==> config.mk <==
export PLATFORM = sky130hd
export DESIGN_NAME = lcd_line_timing_controller_top
export DESIGN_NICKNAME = d
export VERILOG_FILES = /design/src/design/lcdt_pkg.sv /design/src/design/lcdt_cfg.sv /design/src/design/lcdt_timing.sv /design/src/design/lcd_line_timing_controller_top.sv
export SDC_FILE = /design/constraint.sdc
export NUM_CORES = 1
export LEC_CHECK = 0
export BUFFER_PORTS_ARGS = -buffer_cell sky130_fd_sc_hd__buf_2
export CAP_MARGIN = 20
export CORE_MARGIN = 2
export CORE_UTILIZATION = 60
export DETAILED_ROUTE_END_ITERATION = 8
export PLACE_DENSITY_LB_ADDON = 0.3
export SYNTH_ARGS = -nofsm -noshare
export SYNTH_HDL_FRONTEND = slang
export SYNTH_SLANG_ARGS = --single-unit
==> constraint.sdc <==
create_clock -name clk -period 5.82 [get_ports clk]
set_input_delay 0.291 -clock clk [delete_from_list [all_inputs] [get_ports clk]]
set_output_delay 0.291 -clock clk [all_outputs]
set_load 0.1 [all_outputs]
==> src/design/lcdt_pkg.sv <==
// Shared package of the LCD line timing controller: field widths, timing constants,
// mode and register index codes, and the configuration and result structs.
// Depends on nothing; every other design file refers to it by scoped names.
package lcdt_pkg;

  localparam int unsigned DOT_W      = 9;
  localparam int unsigned LINE_W     = 8;
  localparam int unsigned MODE_W     = 2;
  localparam int unsigned ELAPSED_W  = 8;
  localparam int unsigned CFG_IDX_W  = 3;
  localparam int unsigned CFG_DATA_W = 8;

  // Line and frame timing, in dots and lines.
  localparam logic [DOT_W-1:0]  DOTS_PER_LINE   = 9'd456;
  localparam logic [LINE_W-1:0] LINES_PER_FRAME = 8'd154;
  localparam logic [LINE_W-1:0] LAST_LINE       = LINES_PER_FRAME - 8'd1;
  localparam logic [LINE_W-1:0] VBLANK_LINE     = 8'd144;
  localparam logic [DOT_W-1:0]  OAM_END         = 9'd80;
  localparam logic [DOT_W-1:0]  TRANSFER_END    = 9'd252;

  // Display modes.
  localparam logic [MODE_W-1:0] MODE_HBLANK   = 2'd0;
  localparam logic [MODE_W-1:0] MODE_VBLANK   = 2'd1;
  localparam logic [MODE_W-1:0] MODE_OAM      = 2'd2;
  localparam logic [MODE_W-1:0] MODE_TRANSFER = 2'd3;

  // Configuration register indexes.
  localparam logic [CFG_IDX_W-1:0] REG_DISPLAY_ENABLE    = 3'd0;
  localparam logic [CFG_IDX_W-1:0] REG_COMPARE_LINE      = 3'd1;
  localparam logic [CFG_IDX_W-1:0] REG_HBLANK_IRQ_ENABLE = 3'd2;
  localparam logic [CFG_IDX_W-1:0] REG_VBLANK_IRQ_ENABLE = 3'd3;
  localparam logic [CFG_IDX_W-1:0] REG_OAM_IRQ_ENABLE    = 3'd4;
  localparam logic [CFG_IDX_W-1:0] REG_MATCH_IRQ_ENABLE  = 3'd5;

  typedef struct packed {
    logic              display_enable;
    logic [LINE_W-1:0] compare_line;
    logic              hblank_irq_enable;
    logic              vblank_irq_enable;
    logic              oam_irq_enable;
    logic              match_irq_enable;
  } cfg_t;

  typedef struct packed {
    logic [LINE_W-1:0] line_number;
    logic [MODE_W-1:0] lcd_mode;
    logic              line_match;
    logic              vblank_request;
    logic              stat_request;
    logic              render_start;
  } result_t;

endpackage

==> src/design/lcdt_cfg.sv <==
// Configuration register file of the LCD line timing controller.
// Depends on lcdt_pkg for the register indexes and the cfg_t struct.
module lcdt_cfg (
  input  logic                            clk,
  input  logic                            rst_n,
  input  logic                            cfg_we,
  input  logic [lcdt_pkg::CFG_IDX_W-1:0]  cfg_index,
  input  logic [lcdt_pkg::CFG_DATA_W-1:0] cfg_wdata,
  output lcdt_pkg::cfg_t                  cfg
);

  lcdt_pkg::cfg_t cfg_r;
  lcdt_pkg::cfg_t cfg_nxt;

  always_comb begin
    cfg_nxt = cfg_r;
    if (cfg_we) begin
      case (cfg_index)
        lcdt_pkg::REG_DISPLAY_ENABLE:    cfg_nxt.display_enable    = cfg_wdata[0];
        lcdt_pkg::REG_COMPARE_LINE:      cfg_nxt.compare_line      = cfg_wdata;
        lcdt_pkg::REG_HBLANK_IRQ_ENABLE: cfg_nxt.hblank_irq_enable = cfg_wdata[0];
        lcdt_pkg::REG_VBLANK_IRQ_ENABLE: cfg_nxt.vblank_irq_enable = cfg_wdata[0];
        lcdt_pkg::REG_OAM_IRQ_ENABLE:    cfg_nxt.oam_irq_enable    = cfg_wdata[0];
        lcdt_pkg::REG_MATCH_IRQ_ENABLE:  cfg_nxt.match_irq_enable  = cfg_wdata[0];
        default:                         cfg_nxt = cfg_r;
      endcase
    end
  end

  always_ff @(posedge clk) begin
    if (!rst_n) begin
      cfg_r.display_enable    <= 1'b1;
      cfg_r.compare_line      <= '0;
      cfg_r.hblank_irq_enable <= 1'b0;
      cfg_r.vblank_irq_enable <= 1'b0;
      cfg_r.oam_irq_enable    <= 1'b0;
      cfg_r.match_irq_enable  <= 1'b0;
    end else begin
      cfg_r <= cfg_nxt;
    end
  end

  assign cfg = cfg_r;

endmodule

==> src/design/lcdt_timing.sv <==
// Dot counter, line counter, mode and STAT edge state of the LCD line timing controller,
// with the next-state logic for one beat. Depends on lcdt_pkg.
module lcdt_timing (
  input  logic                           clk,
  input  logic                           rst_n,
  input  lcdt_pkg::cfg_t                 cfg,
  input  logic                           step_en,
  input  logic [lcdt_pkg::ELAPSED_W-1:0] elapsed_dots,
  output lcdt_pkg::result_t              result
);

  logic [lcdt_pkg::DOT_W-1:0]  dot_r,  dot_nxt;
  logic [lcdt_pkg::LINE_W-1:0] line_r, line_nxt;
  logic [lcdt_pkg::MODE_W-1:0] mode_r, mode_nxt;
  logic                        match_r, match_nxt;
  logic                        prev_r, prev_nxt;

  logic [lcdt_pkg::DOT_W:0]    sum;
  logic [lcdt_pkg::DOT_W:0]    sum_wrapped;
  logic                        wrap;
  logic [lcdt_pkg::LINE_W-1:0] line_inc;
  logic                        match_wrap;
  logic                        cond_line;
  logic                        cond_vbl;
  logic                        rose_line;
  logic                        rose_vbl;
  logic                        enter_vbl;

  // STAT condition for a given mode and match flag; transfer mode adds nothing.
  function automatic logic stat_cond(input logic [lcdt_pkg::MODE_W-1:0] mode,
                                     input logic match, input lcdt_pkg::cfg_t c);
    logic cond;
    case (mode)
      lcdt_pkg::MODE_HBLANK: cond = c.hblank_irq_enable;
      lcdt_pkg::MODE_VBLANK: cond = c.vblank_irq_enable;
      lcdt_pkg::MODE_OAM:    cond = c.oam_irq_enable;
      default:               cond = 1'b0;
    endcase
    return cond | (c.match_irq_enable & match);
  endfunction

  always_comb begin
    sum         = {1'b0, dot_r} + {{(lcdt_pkg::DOT_W + 1 - lcdt_pkg::ELAPSED_W){1'b0}},
                                   elapsed_dots};
    wrap        = sum >= {1'b0, lcdt_pkg::DOTS_PER_LINE};
    sum_wrapped = sum - {1'b0, lcdt_pkg::DOTS_PER_LINE};
    line_inc    = (line_r == lcdt_pkg::LAST_LINE) ? '0 : line_r + 8'd1;
    match_wrap  = line_inc == cfg.compare_line;
    cond_line   = stat_cond(mode_r, match_wrap, cfg);
    rose_line   = cond_line & ~prev_r;
    enter_vbl   = line_inc == lcdt_pkg::VBLANK_LINE;
    cond_vbl    = stat_cond(lcdt_pkg::MODE_VBLANK, match_wrap, cfg);
    rose_vbl    = cond_vbl & ~cond_line;

    result   = '0;
    dot_nxt  = dot_r;
    line_nxt = line_r;
    mode_nxt = mode_r;
    match_nxt = match_r;
    prev_nxt = prev_r;

    if (!cfg.display_enable) begin
      dot_nxt   = '0;
      line_nxt  = '0;
      mode_nxt  = lcdt_pkg::MODE_HBLANK;
      match_nxt = cfg.compare_line == '0;
      prev_nxt  = 1'b0;
    end else begin
      dot_nxt = wrap ? sum_wrapped[lcdt_pkg::DOT_W-1:0] : sum[lcdt_pkg::DOT_W-1:0];
      if (wrap) begin
        line_nxt  = line_inc;
        match_nxt = match_wrap;
        if (enter_vbl) begin
          prev_nxt              = cond_vbl;
          result.stat_request   = rose_line | rose_vbl;
          result.vblank_request = 1'b1;
        end else begin
          prev_nxt            = cond_line;
          result.stat_request = rose_line;
        end
      end
      if (line_nxt >= lcdt_pkg::VBLANK_LINE) begin
        mode_nxt = lcdt_pkg::MODE_VBLANK;
      end else if (dot_nxt < lcdt_pkg::OAM_END) begin
        mode_nxt = lcdt_pkg::MODE_OAM;
      end else if (dot_nxt < lcdt_pkg::TRANSFER_END) begin
        mode_nxt = lcdt_pkg::MODE_TRANSFER;
        // Across a wrap the counter before the beat counts as negative.
        result.render_start = wrap | (dot_r < lcdt_pkg::OAM_END);
      end else begin
        mode_nxt = lcdt_pkg::MODE_HBLANK;
      end
    end

    result.line_number = line_nxt;
    result.lcd_mode    = mode_nxt;
    result.line_match  = match_nxt;
  end

  always_ff @(posedge clk) begin
    if (!rst_n) begin
      dot_r   <= '0;
      line_r  <= '0;
      mode_r  <= lcdt_pkg::MODE_OAM;
      match_r <= 1'b0;
      prev_r  <= 1'b0;
    end else if (step_en) begin
      dot_r   <= dot_nxt;
      line_r  <= line_nxt;
      mode_r  <= mode_nxt;
      match_r <= match_nxt;
      prev_r  <= prev_nxt;
    end
  end

endmodule

==> src/design/lcd_line_timing_controller_top.sv <==
// Top level of the LCD line timing controller: handshakes, input and result registers.
// Depends on lcdt_pkg, lcdt_cfg and lcdt_timing.

// The controller takes one beat per clock cycle while the output is not stalled, each
// carrying the number of dots that have elapsed, and returns exactly one result beat for
// it: the line number, the display mode, the line-compare flag and the vblank, STAT and
// render pulses. A beat passes an input register and then one short path of logic (a
// 9-bit add, a compare against the line length and the mode thresholds) into the result
// register, so the sustained rate is one beat per cycle while out_ready stays high. A
// beat waits in the input register while the result register is full and stalled. The
// only state carried from beat to beat is the dot counter, line counter, mode, compare
// flag and the last STAT condition, all updated as the beat leaves the input register.
// The input side stays ready while a finished result waits at the output, as long as the
// input register is free or moves on in the same cycle. Configuration registers are
// written through cfg_we, cfg_index and cfg_wdata; they should only be changed while no
// beat is in flight. Indexes beyond the last register are ignored.
module lcd_line_timing_controller_top (
  input  logic                            clk,
  input  logic                            rst_n,
  input  logic                            in_valid,
  output logic                            in_ready,
  input  logic [lcdt_pkg::ELAPSED_W-1:0]  in_elapsed_dots,
  output logic                            out_valid,
  input  logic                            out_ready,
  output logic [lcdt_pkg::LINE_W-1:0]     out_line_number,
  output logic [lcdt_pkg::MODE_W-1:0]     out_lcd_mode,
  output logic                            out_line_match,
  output logic                            out_vblank_request,
  output logic                            out_stat_request,
  output logic                            out_render_start,
  input  logic                            cfg_we,
  input  logic [lcdt_pkg::CFG_IDX_W-1:0]  cfg_index,
  input  logic [lcdt_pkg::CFG_DATA_W-1:0] cfg_wdata
);

  lcdt_pkg::cfg_t    cfg;
  lcdt_pkg::result_t result;
  lcdt_pkg::result_t res_r;

  logic                           in_valid_r;
  logic [lcdt_pkg::ELAPSED_W-1:0] dots_r;
  logic                           out_valid_r;
  logic                           out_free;
  logic                           advance;

  // The result register can take a beat when empty or when its beat leaves now.
  assign out_free = ~out_valid_r | out_ready;
  assign advance  = in_valid_r & out_free;
  assign in_ready = ~in_valid_r | out_free;

  lcdt_cfg u_cfg (
    .clk       (clk),
    .rst_n     (rst_n),
    .cfg_we    (cfg_we),
    .cfg_index (cfg_index),
    .cfg_wdata (cfg_wdata),
    .cfg       (cfg)
  );

  lcdt_timing u_timing (
    .clk          (clk),
    .rst_n        (rst_n),
    .cfg          (cfg),
    .step_en      (advance),
    .elapsed_dots (dots_r),
    .result       (result)
  );

  // Input register.
  always_ff @(posedge clk) begin
    if (!rst_n) begin
      in_valid_r <= 1'b0;
    end else if (in_valid && in_ready) begin
      in_valid_r <= 1'b1;
    end else if (advance) begin
      in_valid_r <= 1'b0;
    end
  end

  always_ff @(posedge clk) begin
    if (in_valid && in_ready) begin
      dots_r <= in_elapsed_dots;
    end
  end

  // Result register.
  always_ff @(posedge clk) begin
    if (!rst_n) begin
      out_valid_r <= 1'b0;
    end else if (advance) begin
      out_valid_r <= 1'b1;
    end else if (out_ready) begin
      out_valid_r <= 1'b0;
    end
  end

  always_ff @(posedge clk) begin
    if (advance) begin
      res_r <= result;
    end
  end

  assign out_valid          = out_valid_r;
  assign out_line_number    = res_r.line_number;
  assign out_lcd_mode       = res_r.lcd_mode;
  assign out_line_match     = res_r.line_match;
  assign out_vblank_request = res_r.vblank_request;
  assign out_stat_request   = res_r.stat_request;
  assign out_render_start   = res_r.render_start;

endmodule

==> flow_summary_export.csv, run 1 <==
group,metric,value,unit
run_status,status,"finished clean",
layout,antennaDiodeCount,0,
sta,max_clock_freq,277.2,MHz
cts,clockRootBuffer,"clkbuf_8",
synthesis,synth_top_area_share,0.2021,
routing,dr.pass1.iters,5,
routing,drt_iter0_drc,247,
power,swShare,0.2987,
worst_setup_path,cp.required,6000,ps
power,p_clk_frac,0.382,
cts,clock_sinks,58,
synthesis,synthTopCellsByArea,"dfxtp_1 (20%), edfxtp_1 (19%), nor2b_1 (4.7%)",
floorplanning,dieWidth,81.09,µm
synthesis,synth_cells,386,
synthesis,synth.largest_area_cell,"dfxtp_1",
worst_setup_path,crit_slowest_cell,"o21a_1",
synthesis,ys_seq_area_frac,0.3874,
layout,drive_gt1_frac,0.1777,
sta,setup_ws,2212,ps
floorplanning,core-area,5816,µm²
cts,path_clk_slew,70,ps
sta,rsz0062_at_grt,"no",
power,power.density,278.9,nW/µm²
floorplanning,io_pins,40,
layout,postLayoutCellArea,4005,µm²
routing,drt-total-wl,7914,µm
floorplanning,fp.dieArea,6576,µm²
sta,setup_tns,0,ps
cts,cts_setup_buffers,0,
routing,via_count,3052,
power,ir_drop,0.1723,mV
synthesis,synth-edff-count,22,
layout,final_nets,453,
cts,clock_latency,340,ps
cts,cts-resized-gates,0,
grt,grt_overflow,0,
grt,grt_max_degree,39,
sta,worst_pin_slew,861.6,ps
worst_setup_path,path_buf_inv,0,
worst_setup_path,arrival,3780,ps
worst_setup_path,slowest_delay,590,ps
synthesis,synthArstFlopShare,0,
place,gp_routability_congestion,0.8686,
cts,htreeDepth,3,
sta,fin_crit_sh,0.6199,
cts,cts_made_buffers,9,
power,p_seq_frac,0.408,
layout,utilization,0.6887,
grt,grtUsageTotal,0.2569,
routing,vias_per_cell,6.141,
synthesis,ys_ff_latch,58,
synthesis,avgSynthCellArea,9.238,µm²
layout,layout_commonest_cell,"buf_2",
worst_setup_path,criticalPathCategory,"register to register",
place,place_ws,2370,ps
layout,final_cell_mix,"buf_2 (39), dfxtp_1 (36), nand2_1 (29)",
min_path,min_path_type,"input port to register",
routing,drc,0,
place,place_hpwl,5420,µm
synthesis,synth-main-ff-cell,"dfxtp_1",
sta,slew_viol_final,0,
floorplanning,dieHeight,81.09,µm
sta,finClkSkew,12.22,ps
worst_setup_path,cp-start-kind,"register",
worst_setup_path,cp-end-kind,"register",
sta,setup_viol_count_final,0,
place,portBuffers,39,
synthesis,synth-warning-count,0,
run,drv_cap,0,
floorplanning,start_util,0.6132,
routing,ant_nets,0,
synthesis,syn_nets,422,
power,switchingPower,333.7,µW
cts,cts_tree,"done",
grt,grt_pass1_vias,2829,
cts,clk_path_buf_depth,2,
worst_setup_path,worstPathCellList,"ha_1 > fa_1 > a211oi_2 > o21ai_4 > and4b_1 > o221ai_2 > o21a_1 > nor2_1 > a31oi_1 > nand2_1 > nor3_1",
power,power.leakage,1.522,nW
power,combinationalPowerShare,0.211,
synthesis,yosysUniqueCellTypes,70,
worst_setup_path,crit_family,"compound AO/OA/AOI/OAI gates",
sta,relSlewSlack,0.4250,
place,placed_area,3771,µm²
layout,area_growth,12.32,%
worst_setup_path,cp_max_fo,20,
cts,cts_hold_buf,0,
power,p_int,783.4,µW
synthesis,syn_area,3566,µm²
routing,wl_per_cell,15.92,µm
sta,hold_violations,0,
grt,grt_pass1_wl,12970,µm
sta,min_period,3608,ps
floorplanning,placementRows,28,
grt,antenna_found_initial,0,
==> stage by stage <==
stage	hold slack (ps)	power [mW]	instances
after floorplan	389.9	0.6472	386
after global placement	459.8	0.6887	480
after detailed placement	469.1	0.6938	480
after CTS	128.4	1.116	496
after global routing	124.3	1.156	497
final	133.9	1.117	497
==> path summary, 6_finish.rpt <==
path                                  startpoint                             end  slack, ps  depth (start not counted)
hold / removal                in_elapsed_dots[0]             dots_r[0]$_DFFE_PP_        130                          1
setup reg to reg             dots_r[0]$_DFFE_PP_  out_render_start$_SDFFCE_PP0P_       2210                         11
setup / recovery             dots_r[0]$_DFFE_PP_  out_render_start$_SDFFCE_PP0P_       2210                         11
hold reg to reg   u_timing.dot_r[0]$_SDFFE_PN0P_  u_timing.dot_r[0]$_SDFFE_PN0P_        480                          2
==> sequential cells by signal, summed over array words and instances (netlist names) <==
name                cells
out_valid               1
u_cfg.cfg              13
out_vblank_request      1
u_timing.mode_r         2
out_line_number         8
u_timing.dot_r          9
out_line_match          1
u_timing.line_r         8
dots_r                  8
out_stat_request        1
out_render_start        1
in_valid_r              1
out_lcd_mode            2
u_timing.match_r        1
u_timing.prev_r         1
==> layer usage <==
| layer | up-vias | GRT usage | share of wire | routed length (µm) |
|---|---|---|---|---|
| met5 | - | 0 | 0 | 0 |
| met4 | 0 | 0.1102 | 0.029 | 228 |
| met3 | 23 | 0.05889 | 0.055 | 438 |
| met2 | 121 | 0.3942 | 0.46 | 3639 |
| met1 | 1423 | 0.3484 | 0.46 | 3608 |
| li1 | 1485 | - | - | - |
==> layout make-up <==
type,instances,area [µm²]
fillers,479,1810
well taps,75,93.84
multi-input cells,294,2044
clock buffers,11,151.4
inverters,13,48.80
repair buffers,41,210.2
clock inverters,5,75.07
flip-flops and latches,58,1381
==> power groups by stage <==
stage	sequential, mW	combinational, mW	clock (mW)
2_1_floorplan	0.505	0.142	0
3_3_place_gp	0.463	0.226	0
3_5_place_dp	0.464	0.230	0
4_1_cts	0.455	0.233	0.428
5_1_grt	0.457	0.255	0.444
6_report	0.455	0.236	0.426
==> cells in the mapped netlist, drive strengths merged (7+ instances only) <==
| library cell | n |
|---|---|
| dfxtp | 36 |
| nand2 | 29 |
| nor2b | 27 |
| a21oi | 24 |
| edfxtp | 22 |
| nor2 | 19 |
| o21ai | 17 |
| clkbuf | 15 |
| mux2i | 15 |
| nor3 | 14 |
| inv | 13 |
| nand3 | 12 |
| ha | 11 |
| xnor2 | 11 |
| a21boi | 9 |
| and3 | 8 |
| a22oi | 7 |
| and2 | 7 |
==> cell families (layout without fill, tap and decap cells) <==
logic type | count (synthesis) | count (layout) | synth area share
AO/OA/AOI/OAI | 101 | 101 | 0.2028
XOR/XNOR | 17 | 17 | 0.04386
adder cells (fa/ha/maj) | 12 | 12 | 0.04421
buffers and inverters | 34 | 70 | 0.04105
flip-flops | 58 | 58 | 0.3874
multiplexers | 18 | 18 | 0.05158
AND/OR/NAND/NOR | 146 | 146 | 0.2291
Power figures use the tool's default switching activity.
==> inputs of run 2 (changes only) <==
Settings changed: ABC_AREA set to 1, CORE_UTILIZATION 60 to 58.
Clock period 5.82 ns to 3.48 ns, I/O delays scaled along.
==> flow_summary_export.csv, run 2 <==
group,metric,value,unit
layout,antennaDiodeCount,0,
power,power.density,479.7,nW/µm²
routing,wl_per_cell,12.69,µm
synthesis,synth_common_cells,"nand2_1 (110), inv_1 (50), nor2_1 (40), dfxtp_1 (36), a21oi_1 (35)",
place,portBuffers,39,
sta,worst_pin_slew,769.3,ps
grt,antenna_found_initial,0,
sta,max_clock_freq,327.5,MHz
sta,setup_viol_count_final,0,
worst_setup_path,cp-start-kind,"register",
sta,rsz0062_at_grt,"no",
routing,ant_nets,0,
cts,cts_made_buffers,9,
worst_setup_path,cp-end-kind,"register",
floorplanning,fp.dieArea,6276,µm²
floorplanning,dieWidth,79.22,µm
place,gp_routability_congestion,0.9202,
grt,grt_pass1_vias,2718,
synthesis,syn_nets,467,
synthesis,synth.largest_area_cell,"dfxtp_1",
synthesis,synth_cells,431,
worst_setup_path,arrival,3150,ps
worst_setup_path,cp_max_fo,16,
cts,htreeDepth,3,
sta,hold_violations,0,
layout,fin_cells,561,
synthesis,yosysMostFrequentCell,"nand2_1",
floorplanning,start_util,0.5997,
cts,path_clk_slew,70,ps
cts,clock_latency,350,ps
grt,grt_overflow,0,
cts,clock_sinks,58,
sta,min_period,3054,ps
sta,finClkSkew,8.729,ps
place,place_ws,510.9,ps
synthesis,synth-warning-count,0,
floorplanning,dieHeight,79.22,µm
cts,cts_setup_buffers,0,
routing,highest_layer,"met4",
layout,largest_reg_flops,13,
sta,setup_ws,426.4,ps
layout,final_nets,520,
sta,fin_crit_sh,0.8775,
sta,slew_viol_final,0,
worst_setup_path,crit_slowest_cell,"fa_1",
grt,grtUsageTotal,0.2488,
routing,drt-total-wl,7117,µm
routing,drt_iter0_drc,329,
worst_setup_path,path_buf_inv,1,
synthesis,yosysUniqueCellTypes,38,
grt,grt_max_degree,24,
worst_setup_path,slowest_delay,410,ps
routing,wl_met2,3175,µm
synthesis,ys_seq_area_frac,0.4209,
synthesis,avgSynthCellArea,7.615,µm²
routing,drc,0,
synthesis,synthArstFlopShare,0,
floorplanning,io_pins,40,
floorplanning,core-area,5473,µm²
routing,wl_met1,3268,µm
synthesis,ys_ff_latch,58,
place,place_hpwl,5190,µm
layout,final_cell_mix,"nand2_1 (110), inv_1 (50), nor2_1 (40)",
routing,via_count,2967,
min_path,min_path_type,"input port to register",
grt,grt_pass1_wl,12060,µm
synthesis,synth-edff-count,22,
layout,drive_gt1_frac,0.1820,
worst_setup_path,cp.required,3580,ps
routing,dr.pass1.iters,6,
synthesis,synth_top_area_share,0.2196,
routing,vias_per_cell,5.289,
cts,cts-resized-gates,0,
run,drv_cap,0,
run_status,status,"finished clean",
synthesis,syn_area,3282,µm²
layout,area_growth,16.77,%
power,ir_drop,0.3258,mV
worst_setup_path,crit_family,"simple AND/OR/NAND/NOR gates",
floorplanning,placementRows,27,
power,power.leakage,1.741,nW
worst_setup_path,criticalPathCategory,"register to register",
synthesis,synth-main-ff-cell,"dfxtp_1",
cts,clk_path_buf_depth,2,
sta,setup_tns,0,ps
cts,clockRootBuffer,"clkbuf_8",
layout,layout_commonest_cell,"nand2_1",
synthesis,synthTopCellsByArea,"dfxtp_1 (22%), edfxtp_1 (20%), nand2_1 (13%)",
worst_setup_path,worstPathCellList,"ha_1 > fa_1 > nand2_1 > nand2_2 > nand3_1 > nand2_1 > nand2_1 > nand2_1 > nor2_4 > nand3_4 > nand2_4 > nand2_1 > nand2_1 > nand2_1 > nor2_1 > nand2_1 > nand3_1 > nand2_1 > nand2_1 > inv_1",
routing,wl_met3,511,µm
worst_setup_path,cp_common_cell,"nand2_1",
sta,relSlewSlack,0.4865,
place,dp.cells,538,
cts,cts_tree,"done",
## run 2: cell count changes in the layout (fill, tap and decap cells not counted), moves of 7 or more
cell / before / now
mux2i_1: 15 / 0
inv_1: 13 / 50
and3_1: 8 / 0
dlygate4sd3_1: 0 / 7
nand3_1: 12 / 34
nor3_1: 13 / 2
a21oi_1: 22 / 35
nand2_1: 29 / 110
nor2b_1: 27 / 0
a21boi_0: 7 / 0
xnor2_1: 11 / 2
nor2_1: 19 / 40
## run 2: layer usage
metal	track usage	vias up
li1	-	1525
met1	0.3294	1305
met2	0.3856	121
met3	0.07614	16
met4	0.08966	0
met5	0	-
## run 2: layout make-up
type / count / area [µm²]
clock inverters: 4 / 47.55
clock buffers: 12 / 166.4
repair buffers: 48 / 280.3
fillers: 453 / 1640
inverters: 58 / 217.7
flip-flops and latches: 58 / 1381
well taps: 72 / 90.09
multi-input cells: 309 / 1649
## run 2: repair_timing
action | CTS | global route
endpoints found under the hold margin | 4 | 3
hold buffers | 4 | 3
endpoints found under the setup margin | 0 | 0
## run 2: cell families after synthesis
logic type / after synthesis / share of synthesized area
compound gates: 71 / 0.1228
xor+xnor: 8 / 0.02707
fa+ha+maj: 12 / 0.04804
buf+inv: 64 / 0.07663
flops: 58 / 0.4209
simple gates: 218 / 0.3046
## run 2: stage by stage
step	total power, mW	hold WS [ps]	util	instance area [µm²]
2_1_floorplan	1.093	272.9	-	3282
3_3_place_gp	1.162	350.9	0.6484	3548
3_5_place_dp	1.174	352.1	0.6484	3548
4_1_cts	1.836	1.221	0.6948	3802
5_1_grt	1.921	7.882	0.7003	3832
6_report	1.838	19.67	0.7003	3832
## run 2: where the power goes
group | switching [mW] | internal [mW] | leakage [nW]
registers | 0.0215 | 0.745 | 0.502
clock network | 0.274 | 0.391 | 0.108
logic | 0.285 | 0.122 | 1.13
total | 0.581 | 1.26 | 1.74
## run 2: path summary, 6_finish.rpt
| path | startpoint | end | slack, ps | depth (start not counted) |
|---|---|---|---|---|
| max | dots_r[0]$_DFFE_PP_ | out_lcd_mode[0]$_DFFE_PP_ | 430 | 20 |
| min | in_elapsed_dots[7] | dots_r[7]$_DFFE_PP_ | 20 | 1 |
| max reg2reg | dots_r[0]$_DFFE_PP_ | out_lcd_mode[0]$_DFFE_PP_ | 430 | 20 |
| min reg2reg | u_cfg.cfg[3]$_SDFFE_PN0P_ | u_cfg.cfg[3]$_SDFFE_PN0P_ | 450 | 2 |
==> inputs of run 3 (changes only) <==
Settings changed: BUFFER_PORTS_ARGS -buffer_cell sky130_fd_sc_hd__buf_2 to -buffer_cell sky130_fd_sc_hd__clkbuf_2, GPL_TIMING_DRIVEN set to 0.
==> flow_summary_export.csv, run 3 (synthesized netlist as in run 2, its figures left out) <==
group,metric,value,unit
sta,setup_viol_count_final,0,
worst_setup_path,arrival,3110,ps
routing,via_count,2956,
grt,grtUsageTotal,0.2501,
routing,drt_iter0_drc,318,
grt,grt_max_degree,24,
floorplanning,dieHeight,79.22,µm
floorplanning,io_pins,40,
layout,postLayoutCellArea,3779,µm²
sta,finClkSkew,8.404,ps
worst_setup_path,criticalPathCategory,"register to register",
layout,utilization,0.6904,
sta,slew_viol_final,0,
routing,ant_nets,0,
layout,drive_gt1_frac,0.1772,
cts,cts_tree,"done",
grt,antenna_found_initial,0,
min_path,min_path_type,"input port to register",
power,power.leakage,1.717,nW
worst_setup_path,cp-start-kind,"register",
cts,clock_sinks,58,
cts,clock_latency,350,ps
floorplanning,start_util,0.5997,
cts,cts-resized-gates,0,
cts,cts_hold_buf,5,
cts,path_clk_slew,60,ps
floorplanning,dieWidth,79.22,µm
cts,clockRootBuffer,"clkbuf_8",
sta,min_period,3013,ps
sta,relSlewSlack,0.4963,
cts,cts_setup_buffers,0,
routing,drc,0,
routing,dr.pass1.iters,5,
sta,fin_crit_sh,0.8658,
place,gp_routability_congestion,0.8583,
layout,final_cell_mix,"nand2_1 (110), inv_1 (50), nor2_1 (40)",
power,ir_drop,0.4033,mV
worst_setup_path,cp-end-kind,"register",
power,power.density,448.5,nW/µm²
place,placed_area,3567,µm²
layout,largest_reg_flops,13,
grt,grt_pass1_wl,12100,µm
power,total_power,1.695,mW
layout,final_nets,522,
cts,cts_made_buffers,9,
sta,worst_pin_slew,750.9,ps
grt,grt_pass1_vias,2611,
layout,area_growth,15.14,%
sta,hold_violations,0,
run,drv_cap,0,
cts,htreeDepth,3,
run_status,status,"finished clean",
layout,antennaDiodeCount,0,
place,place_hpwl,5206,µm
sta,max_clock_freq,331.9,MHz
floorplanning,core-area,5473,µm²
sta,rsz0062_at_grt,"no",
floorplanning,fp.dieArea,6276,µm²
sta,setup_tns,0,ps
floorplanning,placementRows,27,
cts,clk_path_buf_depth,2,
place,portBuffers,39,
worst_setup_path,cp.required,3580,ps
sta,hold_slack,10.08,ps
layout,layout_commonest_cell,"nand2_1",
routing,vias_per_cell,5.250,
worst_setup_path,cp_max_fo,4,
grt,grt_overflow,0,
routing,drt-total-wl,7091,µm
routing,wl_per_cell,12.60,µm
layout,n_fill_cell,481,
## run 3: cell count changes in the layout (fill, tap and decap cells not counted), sizes merged
cell,delta
clkinv,+2
clkinvlp,+1
buf,-40
dlygate4sd3,-2
clkbuf,+42
bufinv,-1
## run 3: routing by layer
layer | global-route usage | routed length, µm | up-vias
li1 | - | - | 1535
met1 | 0.3404 | 3353 | 1331
met2 | 0.3932 | 3279 | 76
met3 | 0.04091 | 313 | 14
met4 | 0.1103 | 144 | 0
met5 | 0 | 0 | -
## run 3: stage by stage
stage                     setup WS (ps)  std cells
final                             467.2        563
after global routing              234.2        563
after CTS                         488.7        563
after detailed placement          509.0        542
after global placement            571.5        542
after floorplan                   738.8        431
## run 3: cell type report
type / count / area (µm²) / area share
timing repair buffer: 44 / 245.2 / 0.06490
multi-input combinational: 309 / 1649 / 0.4364
buffer: 6 / 33.78 / 0.008940
tap: 72 / 90.09 / 0.02384
clock inverter: 6 / 33.78 / 0.008940
sequential: 58 / 1381 / 0.3656
clock buffer: 10 / 127.6 / 0.03377
inverter: 58 / 217.7 / 0.05762
## run 3: final timing paths
path	startpoint	to	slack, ps	depth (start not counted)
hold / removal	in_elapsed_dots[2]	dots_r[2]$_DFFE_PP_	10	1
setup / recovery	dots_r[0]$_DFFE_PP_	out_lcd_mode[0]$_DFFE_PP_	470	18
hold reg to reg	u_cfg.cfg[3]$_SDFFE_PN0P_	u_cfg.cfg[3]$_SDFFE_PN0P_	450	2
setup reg to reg	dots_r[0]$_DFFE_PP_	out_lcd_mode[0]$_DFFE_PP_	470	18
## run 3: critical path, stage by stage, from the launching register on
cell	delay, ps
edfxtp_1	380
ha_1	250
fa_1	410
nand2_1	100
nand2_2	90
nand3_1	100
nand2_1	130
ha_1	240
or2_2	290
nand2_1	60
nand2_1	50
nand2_1	90
nand2_1	80
nor2_1	90
nand2_1	70
nand3_1	120
nand2_1	80
nand2_1	90
inv_1	50
## run 3: power by group
| group | leakage, nW | total, mW | switching [mW] | internal, mW |
|---|---|---|---|---|
| logic | 1.14 | 0.403 | 0.283 | 0.121 |
| registers | 0.502 | 0.766 | 0.0209 | 0.745 |
| clock network | 0.0795 | 0.526 | 0.274 | 0.251 |
| total | 1.72 | 1.69 | 0.578 | 1.12 |
